==> src/fat_directory_entry_scan_macros.svh <==
// Assertion macros shared by the directory entry scanner.
`ifndef FAT_DIRECTORY_ENTRY_SCAN_MACROS_SVH
`define FAT_DIRECTORY_ENTRY_SCAN_MACROS_SVH

// Same-cycle implication, checked outside reset.
`define FDES_ASSERT_NOW(lbl, clk, rst, ante, cons, msg) \
   lbl: assert property (@(posedge clk) disable iff (rst) (ante) |-> (cons)) else $error(msg);

// Next-cycle implication, checked outside reset.
`define FDES_ASSERT_NEXT(lbl, clk, rst, ante, cons, msg) \
   lbl: assert property (@(posedge clk) disable iff (rst) (ante) |=> (cons)) else $error(msg);

`endif

==> src/fdes_pkg.sv <==
// Types, constants and codes for the FAT directory entry scanner.
package fdes_pkg;

   localparam logic [7:0] END_MARK       = 8'h00;
   localparam logic [7:0] DELETED_MARK   = 8'hE5;
   localparam logic [7:0] LONG_NAME_ATTR = 8'h0F;
   localparam logic [7:0] VOLUME_BIT     = 8'h08;
   localparam logic [7:0] DIR_BIT        = 8'h10;

   localparam logic [63:0] NAME_BASE_RESET = 64'h2020_2020_2020_2020;
   localparam logic [23:0] NAME_EXT_RESET  = 24'h20_2020;
   localparam logic [15:0] COUNT_MAX       = 16'hFFFF;

   localparam int REQ_DATA_W = 160;
   localparam int RSP_DATA_W = 184;
   localparam int CSR_DATA_W = 64;
   localparam int CSR_IDX_W  = 2;

   typedef enum logic [1:0] {
      ST_SEARCHING = 2'd0,
      ST_FOUND     = 2'd1,
      ST_NOT_FOUND = 2'd2,
      ST_IGNORED   = 2'd3
   } status_type;

   typedef enum logic [CSR_IDX_W-1:0] {
      CSR_SEARCH_MODE      = 2'd0,
      CSR_TARGET_INDEX     = 2'd1,
      CSR_TARGET_NAME_BASE = 2'd2,
      CSR_TARGET_NAME_EXT  = 2'd3
   } csr_index_type;

   typedef struct packed {
      logic        search_mode;
      logic [15:0] target_index;
      logic [63:0] target_name_base;
      logic [23:0] target_name_ext;
   } cfg_type;

   typedef struct packed {
      logic [63:0] name_base;
      logic [23:0] name_ext;
      logic [7:0]  attributes;
      logic [15:0] cluster_high_half;
      logic [15:0] cluster_low_half;
      logic [31:0] size_bytes;
   } entry_type;

   typedef struct packed {
      logic [15:0] visible_count;
      logic        search_done;
   } scan_state_type;

   typedef struct packed {
      status_type  status;
      logic [63:0] found_name_base;
      logic [23:0] found_name_ext;
      logic [7:0]  found_attributes;
      logic        is_directory;
      logic [31:0] first_cluster;
      logic [31:0] found_size;
      logic [15:0] visible_seen;
   } result_type;

endpackage

==> src/fdes_classify.sv <==
// Per-entry decision: ignore after a decision, skip, count, match or end, and the next scan state.
module fdes_classify (
   input  fdes_pkg::cfg_type        cfg,
   input  logic                     begin_req,
   input  logic                     chain_end,
   input  fdes_pkg::entry_type      entry,
   input  fdes_pkg::scan_state_type cur,
   output fdes_pkg::result_type     result,
   output fdes_pkg::scan_state_type nxt
);

   logic [15:0] count;
   logic        done;
   logic [7:0]  first_byte;
   logic        is_end;
   logic        is_skip;
   logic        match;

   always_comb begin
      // a begin beat clears the scan before it is looked at
      count      = begin_req ? 16'd0 : cur.visible_count;
      done       = begin_req ? 1'b0 : cur.search_done;
      first_byte = entry.name_base[7:0];
      is_end     = chain_end || (first_byte == fdes_pkg::END_MARK);
      is_skip    = (first_byte == fdes_pkg::DELETED_MARK)
                || (entry.attributes == fdes_pkg::LONG_NAME_ATTR)
                || ((entry.attributes & fdes_pkg::VOLUME_BIT) != 8'd0);
      if (cfg.search_mode) begin
         match = (entry.name_base == cfg.target_name_base)
              && (entry.name_ext == cfg.target_name_ext);
      end else begin
         match = (count == cfg.target_index);
      end
   end

   always_comb begin
      nxt.visible_count = count;
      nxt.search_done   = done;
      result            = '0;
      result.status     = fdes_pkg::ST_SEARCHING;
      if (done) begin
         result.status = fdes_pkg::ST_IGNORED;
      end else if (is_end) begin
         nxt.search_done = 1'b1;
         result.status   = fdes_pkg::ST_NOT_FOUND;
      end else if (is_skip) begin
         result.status = fdes_pkg::ST_SEARCHING;
      end else if (match) begin
         nxt.search_done         = 1'b1;
         result.status           = fdes_pkg::ST_FOUND;
         result.found_name_base  = entry.name_base;
         result.found_name_ext   = entry.name_ext;
         result.found_attributes = entry.attributes;
         result.is_directory     = (entry.attributes & fdes_pkg::DIR_BIT) != 8'd0;
         result.first_cluster    = {entry.cluster_high_half, entry.cluster_low_half};
         result.found_size       = entry.size_bytes;
      end else if (count != fdes_pkg::COUNT_MAX) begin
         nxt.visible_count = count + 16'd1;
      end
      result.visible_seen = nxt.visible_count;
   end

endmodule

==> src/fat_directory_entry_scan.sv <==
// Top level of the FAT directory entry scanner.
//
// Directory entries arrive one per beat on the req_ channel: tdata carries the
// 32-byte entry fields, tuser is begin_req (start a new search) and tlast is
// chain_end (the directory's cluster chain ended, entry fields ignored).
// Every entry beat returns exactly one rsp_ beat: tuser is the status
// (searching, found, not found, ignored after a decision) and tdata carries
// the matched entry fields, zero unless found, plus the visible count.
// The csr_ port sets search mode, target index and target 8.3 name; write it
// only while no beats are in flight.
// One input register, then the compare-and-count logic into the result
// register. Throughput is one entry per cycle while rsp_tready stays high,
// set by the count update on the scan state, which updates with each result.
// When rsp_tready is low the result register holds and the input register
// still takes one more beat; req_tready drops once both are full.
// Synchronous reset clears the search state, the pipeline valids and restores
// the registers to index mode, index 0 and an all-space target name.
`include "fat_directory_entry_scan_macros.svh"

module fat_directory_entry_scan (
   input  logic                              clock,
   input  logic                              reset,
   input  logic                              req_tvalid,
   output logic                              req_tready,
   // name_base[63:0], name_ext[87:64], attributes[95:88],
   // cluster_high_half[111:96], cluster_low_half[127:112], size_bytes[159:128]
   input  logic [fdes_pkg::REQ_DATA_W-1:0]   req_tdata,
   input  logic                              req_tuser,  // begin_req
   input  logic                              req_tlast,  // chain_end
   output logic                              rsp_tvalid,
   input  logic                              rsp_tready,
   // found_name_base[63:0], found_name_ext[87:64], found_attributes[95:88],
   // is_directory[96], first_cluster[128:97], found_size[160:129],
   // visible_seen[176:161], zero fill[183:177]
   output logic [fdes_pkg::RSP_DATA_W-1:0]   rsp_tdata,
   output logic [1:0]                        rsp_tuser,  // status
   input  logic                              csr_we,
   input  logic [fdes_pkg::CSR_IDX_W-1:0]    csr_index,
   input  logic [fdes_pkg::CSR_DATA_W-1:0]   csr_wdata
);

   fdes_pkg::cfg_type        cfg_ff, cfg_in;
   fdes_pkg::scan_state_type state_ff, state_in;
   fdes_pkg::scan_state_type state_next;
   fdes_pkg::entry_type      entry_ff, entry_in;
   fdes_pkg::result_type     result_ff, result_in;
   fdes_pkg::result_type     result_calc;
   logic                     in_valid_ff, in_valid_in;
   logic                     begin_ff, begin_in;
   logic                     chain_end_ff, chain_end_in;
   logic                     out_valid_ff, out_valid_in;
   logic                     out_free;
   logic                     advance;
   logic                     req_take;

   // configuration registers
   always_comb begin
      cfg_in = cfg_ff;
      if (csr_we) begin
         case (fdes_pkg::csr_index_type'(csr_index))
            fdes_pkg::CSR_SEARCH_MODE:      cfg_in.search_mode      = csr_wdata[0];
            fdes_pkg::CSR_TARGET_INDEX:     cfg_in.target_index     = csr_wdata[15:0];
            fdes_pkg::CSR_TARGET_NAME_BASE: cfg_in.target_name_base = csr_wdata;
            fdes_pkg::CSR_TARGET_NAME_EXT:  cfg_in.target_name_ext  = csr_wdata[23:0];
            default:                        cfg_in = cfg_ff;
         endcase
      end
   end

   // handshake: result register drains, input register refills behind it
   assign out_free   = !out_valid_ff || rsp_tready;
   assign advance    = in_valid_ff && out_free;
   assign req_tready = !in_valid_ff || out_free;
   assign req_take   = req_tvalid && req_tready;

   fdes_classify u_classify (
      .cfg       (cfg_ff),
      .begin_req (begin_ff),
      .chain_end (chain_end_ff),
      .entry     (entry_ff),
      .cur       (state_ff),
      .result    (result_calc),
      .nxt       (state_next)
   );

   always_comb begin
      in_valid_in  = req_take ? 1'b1 : (advance ? 1'b0 : in_valid_ff);
      // tdata has name_base lowest; the struct has it highest
      entry_in     = req_take ? {req_tdata[63:0], req_tdata[87:64], req_tdata[95:88],
                                 req_tdata[111:96], req_tdata[127:112],
                                 req_tdata[159:128]}
                              : entry_ff;
      begin_in     = req_take ? req_tuser : begin_ff;
      chain_end_in = req_take ? req_tlast : chain_end_ff;
      out_valid_in = advance ? 1'b1 : (out_free ? 1'b0 : out_valid_ff);
      result_in    = advance ? result_calc : result_ff;
      state_in     = advance ? state_next : state_ff;
   end

   always_ff @(posedge clock) begin
      if (reset) begin
         cfg_ff.search_mode      <= 1'b0;
         cfg_ff.target_index     <= 16'd0;
         cfg_ff.target_name_base <= fdes_pkg::NAME_BASE_RESET;
         cfg_ff.target_name_ext  <= fdes_pkg::NAME_EXT_RESET;
         state_ff                <= '0;
         in_valid_ff             <= 1'b0;
         out_valid_ff            <= 1'b0;
      end else begin
         cfg_ff       <= cfg_in;
         state_ff     <= state_in;
         in_valid_ff  <= in_valid_in;
         out_valid_ff <= out_valid_in;
      end
   end

   // payload, no reset
   always_ff @(posedge clock) begin
      entry_ff     <= entry_in;
      begin_ff     <= begin_in;
      chain_end_ff <= chain_end_in;
      result_ff    <= result_in;
   end

   assign rsp_tvalid = out_valid_ff;
   assign rsp_tuser  = result_ff.status;
   assign rsp_tdata  = {7'd0,
                        result_ff.visible_seen,
                        result_ff.found_size,
                        result_ff.first_cluster,
                        result_ff.is_directory,
                        result_ff.found_attributes,
                        result_ff.found_name_ext,
                        result_ff.found_name_base};

   `FDES_ASSERT_NOW(a_fields_zero_unless_found, clock, reset,
      rsp_tvalid && (rsp_tuser != fdes_pkg::ST_FOUND), rsp_tdata[160:0] == 161'd0,
      "entry fields set on a result that is not a match")

   `FDES_ASSERT_NEXT(a_count_monotonic, clock, reset,
      advance && !begin_ff, state_ff.visible_count >= $past(state_ff.visible_count),
      "visible count dropped without a new search")

   `FDES_ASSERT_NEXT(a_ignored_after_decision, clock, reset,
      advance && state_ff.search_done && !begin_ff,
      rsp_tvalid && (rsp_tuser == fdes_pkg::ST_IGNORED),
      "entry after a decision was not answered as ignored")

endmodule
==> config.mk <==
export PLATFORM = sky130hd
export DESIGN_NAME = fat_directory_entry_scan
export DESIGN_NICKNAME = d
export VERILOG_FILES = /design/src/fdes_pkg.sv /design/src/fdes_classify.sv /design/src/fat_directory_entry_scan.sv
export VERILOG_INCLUDE_DIRS = /design/src /design/src/src
export SDC_FILE = /design/constraint.sdc
export NUM_CORES = 1
export LEC_CHECK = 0
export ABC_CLOCK_PERIOD_IN_PS = 5650
export BUFFER_PORTS_ARGS = -buffer_cell sky130_fd_sc_hd__buf_2
export CAP_MARGIN = 10
export CORE_AREA = 3 3 194 196
export DETAILED_ROUTE_END_ITERATION = 10
export DIE_AREA = 0 0 197 199
export GPL_ROUTABILITY_DRIVEN = 0
export PLACE_DENSITY_LB_ADDON = 0.15
export SETUP_SLACK_MARGIN = 0.4
export SLEW_MARGIN = 20
export SYNTH_ARGS = -nofsm -noshare
export SYNTH_HDL_FRONTEND = slang
export SYNTH_SLANG_ARGS = --single-unit
==> constraint.sdc <==
create_clock -name clock -period 5.65 [get_ports clock]
set_input_delay 0.565 -clock clock [delete_from_list [all_inputs] [get_ports clock]]
set_output_delay 0.565 -clock clock [all_outputs]
set_load 0.005 [all_outputs]
**Word-level counts from Yosys, hierarchy flattened**

Index checks and enable logic that the tools add are counted.

- $add $sub $neg: 1
- Mux-type cells: 17
- Reduce and logical (&&, ||, !) cells: 20
- Equality and inequality tests: 9
- Bitwise logic cells: 1

Operator list:

| cell | number |
|---|---|
| 2-to-1 mux 162 bit | 1 |
| == test 64 bit | 1 |
| 2-to-1 mux 16 bit | 4 |
| 2-to-1 mux 17 bit | 2 |
| == test 24 bit | 1 |
| adder 16 x 1 -> 16 bit (second input constant) | 1 |
| == test 16 bit | 1 |
| inequality test 16 bit (second input constant) | 1 |
| 2-to-1 mux 1 bit | 10 |
| == test 8 x 4 -> 1 bit (second input constant) | 1 |
| == test 8 bit (second input constant) | 1 |
| logical NOT 8 bit | 1 |
| AND reduction 2 bit | 4 |
| logical OR 1 bit | 5 |
| == test 2 bit (second input constant) | 2 |
| nonzero test 2 bit | 2 |
| OR reduction 4 bit | 1 |
| logical AND 1 bit | 3 |
| == test 2 x 1 -> 1 bit (second input constant) | 1 |
| logical NOT 1 bit | 2 |
| logical NOT 2 bit | 1 |
| OR reduction 2 bit | 1 |
| NOT 1 bit | 1 |

- Output and inout bits: 188
- Logic and storage cells: 73
- Register bits after elaboration: 465
- Input port bits: 233

**Depth between registers and ports, before layout**

Gate-level depths: netlist of run 1.

- Depth after elaboration: 7
- Gate-level depth with buffers: 13
- Mapped depth without buffers: 9

**By module**

A second synthesis of run 1 with hierarchy kept.

- Cell total of the unflattened synthesis: 1436
- Area, all modules: 18581.6 um^2

Modules (own cells, without submodules):

| module | cells each | sequential area each (um^2) | area each (um^2) | instances |
|---|---|---|---|---|
| fat_directory_entry_scan | 894 | 12722.2 | 15034.4 | 1 |
| fdes_classify | 542 | 0.0 | 3547.2 | 1 |

**Least setup slack after synthesis of run 1**

OpenSTA, ideal clock, no wires.

- Path type: input to register
- Start: in rsp_tready
- End: reg state_ff[5] (netlist bit)
- Setup time: 0.106 ns
- Path slack: 0.457 ns
- Stages: 6
- Data arrival time: 5.087 ns
- Required time: 5.544 ns
- Path through: nor2b_1 -> nand2b_1 -> inv_1 -> and4_1 -> nand3_1 -> o311ai_0

- Word-level cells in the longest chain between the ends: 2

RTL lines:

| what | line | text |
|---|---|---|
| start, declared | fat_directory_entry_scan.sv:31 | `input logic rsp_tready,` |
| logical OR 1 bit | fat_directory_entry_scan.sv:71 | `assign out_free = !out_valid_ff \|\| rsp_tready;` |
| logical AND 1 bit | fat_directory_entry_scan.sv:72 | `assign advance = in_valid_ff && out_free;` |
| named net advance | fat_directory_entry_scan.sv:53 | `logic advance;` |
| end signal, assigned | fat_directory_entry_scan.sv:111 | `state_ff <= state_in;` |
| end, declared | fat_directory_entry_scan.sv:43 | `fdes_pkg::scan_state_type state_ff, state_in;` |

The timed path passes the listed nets, and every way through them passes these cells.
A chain may end at the register's enable or synchronous reset.

**Worst setup path after layout of run 1**

- Start: reg entry_ff[81] (netlist bit)
- End: reg result_ff (netlist bit rsp_tdata[41]) (data pin)

- Word-level cells in the longest chain between the ends: 5

RTL lines:

| what | line | text |
|---|---|---|
| start, declared | fat_directory_entry_scan.sv:45 | `fdes_pkg::entry_type entry_ff, entry_in;` |
| start signal, assigned | fat_directory_entry_scan.sv:119 | `entry_ff <= entry_in;` |
| == test 24 bit | fdes_classify.sv:30 | `&& (entry.name_ext == cfg.target_name_ext);` |
| logical AND 1 bit | fdes_classify.sv:30 |  |
| 2-to-1 mux 1 bit | fdes_classify.sv:28 | `if (cfg.search_mode) begin` |
| NOT 1 bit (no source line) | n/a |  |
| OR reduction 4 bit (no source line) | n/a |  |
| end signal, assigned | fat_directory_entry_scan.sv:122 | `result_ff <= result_in;` |
| end, declared | fat_directory_entry_scan.sv:46 | `fdes_pkg::result_type result_ff, result_in;` |

No other way between the ends.

==> reports/summary.txt, run 1 <==
FLOORPLANNING
---------------------------------------------------------------------------------
Effective utilization at floorplan                                         49.57%
Die span in y                                                              199 um
IO Count                                                                      421
Core Region                                                           36260 sq um
Die ar.                                                               39200 sq um
Horizontal die dimension                                                   197 um
Standard-cell row count                                                        70

ROUTE
---------------------------------------------------------------------------------
Routed WL                                                                48.47 mm
First DRT Iteration DRCs                                                      923
DRC viols                                                                       0
First-pass DRT Iterations                                                       5
Final ANT Viol Nets                                                             0
Routed wirelength normalized by instance count                           20.88 um
Avg Vias per Cell                                                           5.337
Routed vias                                                                 12393

TIMING
---------------------------------------------------------------------------------
Clock period minus worst slack                                           4.079 ns
Final Slew Violations                                                           0
Final Hold Slack                                                        0.1606 ns
Transition time at the pin with the least slew margin                    1.110 ns
Final count of hold timing violations                                           0
Finish-stage setup viols                                                        0
RSZ-0062 raised after global routing                                        false
Worst setup margin                                                       1.571 ns
Final Skew                                                             0.02407 ns
Tcrit/Tclk final                                                           72.20%
Worst-case headroom to the max-slew limit                                  26.00%
Post-Route Setup TNS                                                         0 ns
FMAX                                                                    245.1 MHz

GLOBAL ROUTING
---------------------------------------------------------------------------------
Largest net degree at the start of global routing                             121
Antenna violations before repair                                               12
First-pass GRT wire length                                               71.93 mm
GR Util All Layers                                                         24.27%
Number of global-route vias before repair                                   12075
GR Overflow Total                                                               0

POWER AND IR DROP
---------------------------------------------------------------------------------
Leakage power summed over all cells                                   0.008296 uW
Power dissipated by switching net loads                                   1656 uW
Switch share                                                               22.53%
Register share of total power                                               53.3%
Power density normalized to cell area                                335.1 nW/um^2
Combinational fraction of design power                                       6.5%
Design internal power                                                     5694 uW
Worst IR drop on VDD                                                  0.0002866 V
Clock Power Share                                                           40.3%

FINISH
---------------------------------------------------------------------------------
Final-stage net count                                                        2042
Area growth from synthesis to final layout                                 22.03%
Final core utilization                                                     60.49%
Layout cell share with drive strength beyond 1                             27.55%
Layout Cell Area excl Fill                                            21930 sq um

SYNTH
---------------------------------------------------------------------------------
Cell type with the largest total area after synthesis                    edfxtp_1
Post-synth EDFFs                                                              340
Top cell types by occurrence after synthesis                         340 x edfxtp_1, 223 x nand2_1, 161 x and2_1
Leading cell types by total area after synthesis                     edfxtp_1 57%, dfxtp_1 14%, and2_1 5.6%
YS warnings                                                                     0
Library cell with the highest instance count after synthesis             edfxtp_1
Count of different cell masters after synthesis                                63
Most instantiated flip-flop cell in the synthesis netlist                edfxtp_1
Area share of the leading cell type in the synthesized netlist             56.80%
Seq cells post-synth                                                          464
Fraction of synthesis flops using an asynchronous set or reset pin             0%
Part of the Yosys area used for sequential elements                        70.61%
Gate count of the mapped netlist                                             1406
Synthesized area per cell                                             12.78 sq um
Total standard cell area after synthesis                              17970 sq um

SETUP PATH
---------------------------------------------------------------------------------
Critical Path Start                                                  entry_ff[81]
Kind of critical path                                                  reg -> reg
Element type at the critical path start                                      flop
Instance count on the critical path                                             9
Cell chain of the critical path                                      xnor2_1 > nand4_1 > nor4_1 > nand4_1 > or3_1 > buf_4 > a21oi_4 > buf_4 > and2_1
R2r startpoint                                                       entry_ff[81]
Critical path endpoint                                               rsp_tdata[41]
R2r setup slk                                                             1.57 ns
CP max FO                                                                      37
R2r endpoint                                                         rsp_tdata[41]
Bufs and invs on worst path                                                     2
Crit. End Element                                                            flop
Crit path arrival time                                                    4.51 ns
Largest stage delay on the critical path                                  0.86 ns
Worst path required time                                                  6.08 ns
CP max stage cell                                                         a21oi_4
Top cell family by delay on the critical path                        simple AND/OR/NAND/NOR gates
Worst reg2reg path depth                                                        9

CTS
---------------------------------------------------------------------------------
Clock tree sinks                                                              464
Source-to-sink clock delay at the later pin of the worst-skew pair        0.58 ns
Master cell of the clock root buffer                                    clkbuf_16
CTS tree                                                                     done
Count of instances resized after the clock tree is built                        0
Post-CTS Repair Setup Buffers                                                   0
Level count of the clock H-tree                                                 2
Number of clock buffers inserted by TritonCTS                                  48
Register clock-pin slew on the reported worst setup and hold paths        0.07 ns
Hold-fix buffers, CTS                                                           0
Buffer depth of the longest clock path                                          3

OUTCOME
---------------------------------------------------------------------------------
Outcome                                                              finished, final reports clean

PLACED DESIGN
---------------------------------------------------------------------------------
Placement Cell Area                                                   20450 sq um
DPL Wire Length                                                          34.46 mm
Pre-CTS worst setup slack                                                1.581 ns
IO buf count                                                                  413

FLOW RUN
---------------------------------------------------------------------------------
Maximum capacitance violations                                                  0

WORST HOLD PATH
---------------------------------------------------------------------------------
Worst Hold Class                                                        in -> reg

-- how the worst min path moves through the flow --
stage / startpoint / endpoint / slack, ns / cells after the start
floorplan: cfg_ff[41] / cfg_ff[41] / 0.44 / 2
global placement: cfg_ff[41] / cfg_ff[41] / 0.45 / 2
detailed placement: cfg_ff[54] / cfg_ff[54] / 0.45 / 2
CTS: req_tdata[9] / entry_ff[105] / 0.12 / 1
global route: req_tdata[103] / entry_ff[55] / 0.14 / 1
finish: req_tdata[108] / entry_ff[60] / 0.16 / 1
-- area by class of cell --
class	count	area [sq um]
flip-flops and latches	464	12690
fillers	2929	14330
repair buffers	425	2185
clock buffers	65	1308
well taps	468	585.6
multi-input cells	848	4903
inverters	21	86.33
diodes	10	25.02
clock inverters	21	150.1
-- through the flow --
stage,instances,power [uW]
after floorplan,1413,4212
after global placement,2226,4453
after detailed placement,2226,4462
after CTS,2312,7417
after global routing,2319,7614
final,2322,7351
-- cell usage in the layout (no fill, tap or decap), types with 4 or more instances in the layout --
cell type,instances
nand2b_1,19
clkinv_1,5
a32oi_1,6
nand2_1,223
inv_1,19
and3_1,4
conb_1,8
clkbuf_16,50
edfxtp_1,340
xnor2_1,64
clkbuf_1,15
nor3_1,16
a21oi_1,95
clkinv_2,8
a31oi_1,12
diode_2,10
and2_1,160
nor2_1,30
buf_2,412
o311ai_0,6
or3_1,4
o211ai_1,4
nor4_1,19
clkinvlp_4,4
o21ai_0,9
xor2_1,22
buf_4,11
nand3_1,32
nand4_1,27
dfxtp_1,124
nor2b_1,19
-- power by group through the flow --
| stage | Sequential, uW | Clock, uW | Combinational [uW] |
|---|---|---|---|
| 4_1_cts | 3920 | 3020 | 478 |
| 5_1_grt | 3930 | 3160 | 523 |
| 3_3_place_gp | 3980 | 0 | 469 |
| 3_5_place_dp | 3990 | 0 | 477 |
| 6_report | 3910 | 2960 | 474 |
| 2_1_floorplan | 3980 | 0 | 235 |
-- flip-flops by register name (all words and copies together), names as in the netlist --
| name | flops |
|---|---|
| entry_ff | 160 |
| cfg_ff | 105 |
| in_valid_ff | 1 |
| begin_ff | 1 |
| rsp_tvalid | 1 |
| chain_end_ff | 1 |
| state_ff | 17 |
| rsp_tuser | 2 |
| rsp_tdata | 176 |
-- layer usage --
metal	up-vias	global-route usage (%)	wire, um
li1	5787	-	-
met1	5873	32.54	19870
met2	605	38.75	22250
met3	120	6.165	4674
met4	8	8.844	1633
met5	-	0	49
-- kinds of logic (layout without fill, tap and decap cells) --
kind of cell               after synthesis  after routing  synth area share [%]
adders and majority gates                1              1               0.06960
AOI/OAI and AO/OA                      174            174                 6.133
and+or+nand+nor                        577            577                 16.48
muxes                                    2              2                0.1183
other                                    1             18               0.02086
xor gates and xnor gates                86             86                 4.190
DFF                                    464            464                 70.61
buffers and inverters                  101            532                 2.381
Power figures use the tool's default switching activity.
==> inputs of run 2 (changes only) <==
- ABC_AREA: default -> 1
- ABC_CLOCK_PERIOD_IN_PS: 5650 -> 3900
- CORE_AREA: 3 3 194 196 -> 3 3 199 201
- DIE_AREA: 0 0 197 199 -> 0 0 202 204
- clock period: 5.65 -> 3.9 ns (I/O delays scaled with it)
==> reports/summary.txt, run 2 <==
OUTCOME
---------------------------------------------------------------------------------
Outcome                                                              finished, final reports clean

SETUP PATH
---------------------------------------------------------------------------------
Crit. End Element                                                            flop
Top cell family by delay on the critical path                        simple AND/OR/NAND/NOR gates
Element type at the critical path start                                      flop
Worst reg2reg path depth                                                       10
R2r endpoint                                                         rsp_tdata[154]
Critical path endpoint                                               rsp_tdata[154]
Bufs and invs on worst path                                                     1
Largest stage delay on the critical path                                  0.48 ns
Kind of critical path                                                  reg -> reg
R2r startpoint                                                       entry_ff[144]
R2r setup slk                                                             0.81 ns
Instance count on the critical path                                            10
Crit path top cell by count                                                nor2_1
CP max FO                                                                      57
CP max stage cell                                                           buf_4
Crit path arrival time                                                    3.51 ns
Worst path required time                                                  4.32 ns
Critical Path Start                                                  entry_ff[144]
Cell chain of the critical path                                      xnor2_1 > nand2_1 > nor2_1 > nand3_1 > nor2_1 > nand3_1 > nand2_2 > nand2_8 > buf_4 > nor2_1

POWER AND IR DROP
---------------------------------------------------------------------------------
Clock Power Share                                                           41.6%
Leakage power summed over all cells                                    0.01117 uW
Switch share                                                               23.28%
Combinational fraction of design power                                       8.9%
Register share of total power                                               49.5%
Power dissipated by switching net loads                                   2653 uW
Design internal power                                                     8744 uW
Power density normalized to cell area                                463.3 nW/um^2
Worst IR drop on VDD                                                  0.0002712 V

FINISH
---------------------------------------------------------------------------------
Number of filler instances in the final layout                               2974
Highest-count cells in the layout ignoring fill and taps             413 x buf_2, 363 x nand2_1, 340 x edfxtp_1, 289 x inv_1, 231 x nor2_1
Area growth from synthesis to final layout                                 29.51%
Layout cell share with drive strength beyond 1                             25.32%
Max FFs per register                                                          176
Commonest non-fill, non-tap cell in the layout                              buf_2
Final-stage net count                                                        2666

CTS
---------------------------------------------------------------------------------
CTS tree                                                                     done
Post-CTS Repair Setup Buffers                                                   0
Buffer depth of the longest clock path                                          3
Number of clock buffers inserted by TritonCTS                                  48
Hold-fix buffers, CTS                                                         133
Level count of the clock H-tree                                                 2
Master cell of the clock root buffer                                    clkbuf_16
Source-to-sink clock delay at the later pin of the worst-skew pair        0.58 ns
Clock tree sinks                                                              464
Register clock-pin slew on the reported worst setup and hold paths        0.06 ns
Count of instances resized after the clock tree is built                        0

WORST HOLD PATH
---------------------------------------------------------------------------------
Worst Hold Depth                                                                1
Worst Hold Class                                                        in -> reg

SYNTH
---------------------------------------------------------------------------------
Count of different cell masters after synthesis                                34
Simple-gate area share of the yosys netlist                                18.81%
Synth Area in Adders                                                     0.06587%
Seq cells post-synth                                                          464
Area share of the leading cell type in the synthesized netlist             53.75%
Part of the Yosys area used for sequential elements                        66.82%
Cell type with the largest total area after synthesis                    edfxtp_1
Fraction of synthesis flops using an asynchronous set or reset pin             0%
Xor/xnor share of the synthesized area                                    0.9221%
Total standard cell area after synthesis                              19000 sq um
Gate count of the mapped netlist                                             1872
Mux contribution to synthesized area                                           0%
Post-synth EDFFs                                                              340
Top cell types by occurrence after synthesis                         363 x nand2_1, 340 x edfxtp_1, 293 x inv_1
Library cell with the highest instance count after synthesis              nand2_1
Leading cell types by total area after synthesis                     edfxtp_1 54%, dfxtp_1 13%, nand2_1 7.2%
Most instantiated flip-flop cell in the synthesis netlist                edfxtp_1
Compound-gate portion of the synthesized area                              5.592%
YS warnings                                                                     0
Synthesized area per cell                                             10.15 sq um
Combinational family with the most area after synthesis              simple AND/OR/NAND/NOR gates

FLOORPLANNING
---------------------------------------------------------------------------------
Die ar.                                                               41210 sq um
Effective utilization at floorplan                                         50.31%
Horizontal die dimension                                                   202 um
Die span in y                                                              204 um
Core Region                                                           37760 sq um
Standard-cell row count                                                        71
IO Count                                                                      421

ROUTE
---------------------------------------------------------------------------------
Routed wirelength normalized by instance count                           19.77 um
Final ANT Viol Nets                                                             0
Routed vias                                                                 15118
Routed WL                                                                59.04 mm
First DRT Iteration DRCs                                                     1298
Avg Vias per Cell                                                           5.063
First-pass DRT Iterations                                                       6
DRC viols                                                                       0

GLOBAL ROUTING
---------------------------------------------------------------------------------
GR Overflow Total                                                               0
Number of global-route vias before repair                                   14895
Antenna violations before repair                                               10
Largest net degree at the start of global routing                              71
GR Util All Layers                                                         28.16%
First-pass GRT wire length                                               87.89 mm

TIMING
---------------------------------------------------------------------------------
Finish-stage setup viols                                                        0
Post-Route Setup TNS                                                         0 ns
Final Hold Slack                                                       0.02420 ns
Final Skew                                                             0.01817 ns
Tcrit/Tclk final                                                           79.34%
Final count of hold timing violations                                           0
Transition time at the pin with the least slew margin                   0.9088 ns
Clock period minus worst slack                                           3.094 ns
Final Slew Violations                                                           0
Worst-case headroom to the max-slew limit                                  39.27%
FMAX                                                                    323.2 MHz
RSZ-0062 raised after global routing                                        false

PLACED DESIGN
---------------------------------------------------------------------------------
DPL Wire Length                                                          42.96 mm
IO buf count                                                                  413

FLOW RUN
---------------------------------------------------------------------------------
Maximum capacitance violations                                                  0

## run 2: cell types whose count changed in the layout (fill, tap and decap cells not counted), moves of 12 or more
cell           delta
a31oi_1          -12
nor2b_1          -19
dlygate4sd3_1   +136
nor4_1           -15
nor2_1          +201
xnor2_1          -55
nor2_2          +100
o21ai_0         +102
nand2_1         +140
nand2b_1         -19
and2_1          -159
a21oi_1          -16
inv_1           +270
## run 2: cell type report
cell class | count | area [sq um] | share of cell area (%)
Clock inverter | 21 | 246.5 | 1.002
Timing Repair Buffer | 565 | 3623 | 14.73
Sequential cell | 464 | 12690 | 51.59
Clock buffer | 69 | 1394 | 5.666
Multi-Input combinational cell | 1056 | 4868 | 19.79
Inverter | 297 | 1130 | 4.593
Antenna cell | 3 | 7.507 | 0.03052
Tap cell | 511 | 639.4 | 2.599
## run 2: metal layers
metal / track usage (%) / part of all wire (%)
met1: 37.35 / 41
met2: 45.95 / 47
met3: 6.530 / 9.3
met4: 9.818 / 3.2
met5: 0 / 0.19
## run 2: metrics by stage
step                      cells  worst slack (ns)  utilization, %  cell area (sq um)  total power (uW)
after global placement     2757            0.7882           57.19              21590              6622
after floorplan            1879            0.4185               -              19030              6212
final                      2986            0.8057           65.16              24600             11400
after detailed placement   2757            0.8239           57.19              21590              6637
after CTS                  2980            0.8086           65.06              24560             11460
after global routing       2984            0.5466           65.15              24600             11780
## run 2: how the worst min path moves through the flow
| stage | startpoint | end |
|---|---|---|
| final | req_tdata[20] | entry_ff[116] |
| after CTS | req_tdata[98] | entry_ff[50] |
| after global routing | req_tdata[22] | entry_ff[118] |
| after detailed placement | cfg_ff[3] | cfg_ff[3] |
| after global placement | cfg_ff[79] | cfg_ff[79] |
| after floorplan | cfg_ff[0] | cfg_ff[0] |
## run 2: cells by family after synthesis
logic type | after synthesis
simple gates | 819
compound gates | 208
fa+ha+maj | 1
xor+xnor | 20
buf+inv | 359
other cells | 1
flops | 464
## run 2: power by group through the flow
stage | logic (uW) | clock network [uW] | registers [uW]
5_1_grt | 1120 | 5000 | 5660
6_report | 1020 | 4740 | 5640
2_1_floorplan | 475 | 0 | 5740
3_3_place_gp | 884 | 0 | 5740
4_1_cts | 1010 | 4810 | 5640
3_5_place_dp | 894 | 0 | 5740
==> inputs of run 3 (changes only) <==
- ABC_CLOCK_PERIOD_IN_PS: 3900 -> 2900
- clock period: 3.9 -> 2.9 ns (I/O delays scaled with it)
==> reports/summary.txt, run 3 (synthesis gave the netlist of run 2 again) <==
FINISH
---------------------------------------------------------------------------------
Area growth from synthesis to final layout                                 35.01%
Final-stage net count                                                        2757
Layout Cell Area excl Fill                                            25650 sq um
Layout cell share with drive strength beyond 1                             26.64%
Number of standard cells in the final layout excluding fillers               3076
Max FFs per register                                                          176
Highest-count cells in the layout ignoring fill and taps             413 x buf_2, 354 x nand2_1, 340 x edfxtp_1, 284 x inv_1, 225 x nor2_1
Commonest non-fill, non-tap cell in the layout                              buf_2

FLOORPLANNING
---------------------------------------------------------------------------------
Standard-cell row count                                                        71
Effective utilization at floorplan                                         50.31%
IO Count                                                                      421
Die span in y                                                              204 um
Die ar.                                                               41210 sq um
Horizontal die dimension                                                   202 um
Core Region                                                           37760 sq um

CTS
---------------------------------------------------------------------------------
CTS tree                                                                     done
Buffer depth of the longest clock path                                          3
Level count of the clock H-tree                                                 2
Register clock-pin slew on the reported worst setup and hold paths        0.05 ns
Source-to-sink clock delay at the later pin of the worst-skew pair        0.58 ns
Clock tree sinks                                                              464
Master cell of the clock root buffer                                    clkbuf_16
Number of clock buffers inserted by TritonCTS                                  50

TIMING
---------------------------------------------------------------------------------
RSZ-0062 raised after global routing                                        false
Final count of hold timing violations                                           0
Clock period minus worst slack                                           2.405 ns
Final Hold Slack                                                       0.02927 ns
Tcrit/Tclk final                                                           82.95%
Worst-case headroom to the max-slew limit                                  48.64%
Transition time at the pin with the least slew margin                   0.7693 ns
Finish-stage setup viols                                                        0
Final Slew Violations                                                           0
FMAX                                                                    415.7 MHz
Final Skew                                                             0.01628 ns

SETUP PATH
---------------------------------------------------------------------------------
CP max stage cell                                                        edfxtp_1
Element type at the critical path start                                      flop
Crit. End Element                                                            flop
Bufs and invs on worst path                                                     4
CP max FO                                                                       6
Kind of critical path                                                  reg -> reg
Cell chain of the critical path                                      clkinv_4 > nand2_4 > inv_2 > ha_4 > inv_1 > nor3_2 > nand3_1 > nor2_1 > nand2_2 > nor2_4 > nand2_4 > nand4_1 > o21ai_0 > nand2_1 > inv_1
Worst path required time                                                  3.23 ns
Top cell family by delay on the critical path                        simple AND/OR/NAND/NOR gates
Crit path arrival time                                                    2.74 ns
Largest stage delay on the critical path                                  0.44 ns

OUTCOME
---------------------------------------------------------------------------------
Outcome                                                              finished, final reports clean

ROUTE
---------------------------------------------------------------------------------
First-pass DRT Iterations                                                       6
Avg Vias per Cell                                                           5.151
Routed wirelength normalized by instance count                           20.13 um
DRC viols                                                                       0
Routed vias                                                                 15843
First DRT Iteration DRCs                                                     1352
Final ANT Viol Nets                                                             0
Routed WL                                                                61.92 mm

POWER AND IR DROP
---------------------------------------------------------------------------------
Total power consumption of the routed design                             15460 uW
Worst IR drop on VDD                                                  0.0004443 V
Leakage power summed over all cells                                    0.01162 uW
Power density normalized to cell area                                602.8 nW/um^2

PLACED DESIGN
---------------------------------------------------------------------------------
IO buf count                                                                  413
Instance count after placement with tap cells included                       2767
Placement Cell Area                                                   21680 sq um
DPL Wire Length                                                          42.88 mm

WORST HOLD PATH
---------------------------------------------------------------------------------
Worst Hold Class                                                        in -> reg

GLOBAL ROUTING
---------------------------------------------------------------------------------
Number of global-route vias before repair                                   15525
GR Util All Layers                                                         29.25%
GR Overflow Total                                                               0
Largest net degree at the start of global routing                              75
First-pass GRT wire length                                               91.23 mm
Antenna violations before repair                                                1

FLOW RUN
---------------------------------------------------------------------------------
Maximum capacitance violations                                                  0

[run 3: worst register-to-register path, cell delays in order (launching register included)]
cell and delay [ns]:
edfxtp_1 0.44, clkinv_4 0.11, nand2_4 0.07, inv_2 0.09
ha_4 0.14, inv_1 0.07, nor3_2 0.14, nand3_1 0.14
nor2_1 0.16, nand2_2 0.10, nor2_4 0.14, nand2_4 0.10
nand4_1 0.20, o21ai_0 0.11, nand2_1 0.10, inv_1 0.05
[run 3: repair_timing]
| action | CTS | global route |
|---|---|---|
| gates resized for setup | 8 | 43 |
| pin swaps | 1 | 11 |
| hold buffers | 198 | 0 |
| endpoints found under the hold margin | 200 | 0 |
| setup buffers | 6 | 9 |
| setup endpoints to repair | 136 | 176 |
| gates cloned | 0 | 2 |
[run 3: layout make-up]
type / instances / area [sq um]
inverters: 297 / 1140
clock buffers: 69 / 1416
well taps: 511 / 639.4
multi-input cells: 1057 / 5034
clock inverters: 24 / 224.0
repair buffers: 653 / 4496
flip-flops and latches: 464 / 12690
diodes: 1 / 2.502
fillers: 2838 / 12110
[run 3: metrics by stage]
step,TNS (ns),utilization (%),worst slack (ns)
after global routing,0,67.93,0.3573
after floorplan,-67.73,-,-0.4181
final,0,67.93,0.4945
after global placement,0,57.42,0.2121
after CTS,0,67.27,0.3599
after detailed placement,0,57.42,0.2556
[run 3: worst paths after layout]
path	start	end	slack (ns)	cells past startpoint
worst max-delay path	begin_ff	rsp_tdata[163]	0.49	15
worst min-delay path	rsp_tready	rsp_tvalid	0.03	4
worst max register to register	begin_ff	rsp_tdata[163]	0.49	15
worst min register to register	cfg_ff[10]	cfg_ff[10]	0.47	2
[run 3: layer usage]
layer / track usage (%) / wire [um]
met5: 0 / 0
met3: 5.287 / 5330
met2: 47.52 / 28890
met1: 39.19 / 25160
met4: 12.06 / 2536
[run 3: where the power goes]
group          switching [uW]  internal [uW]
combinational             899            605
sequential                150           7450
clock                    2580           3770
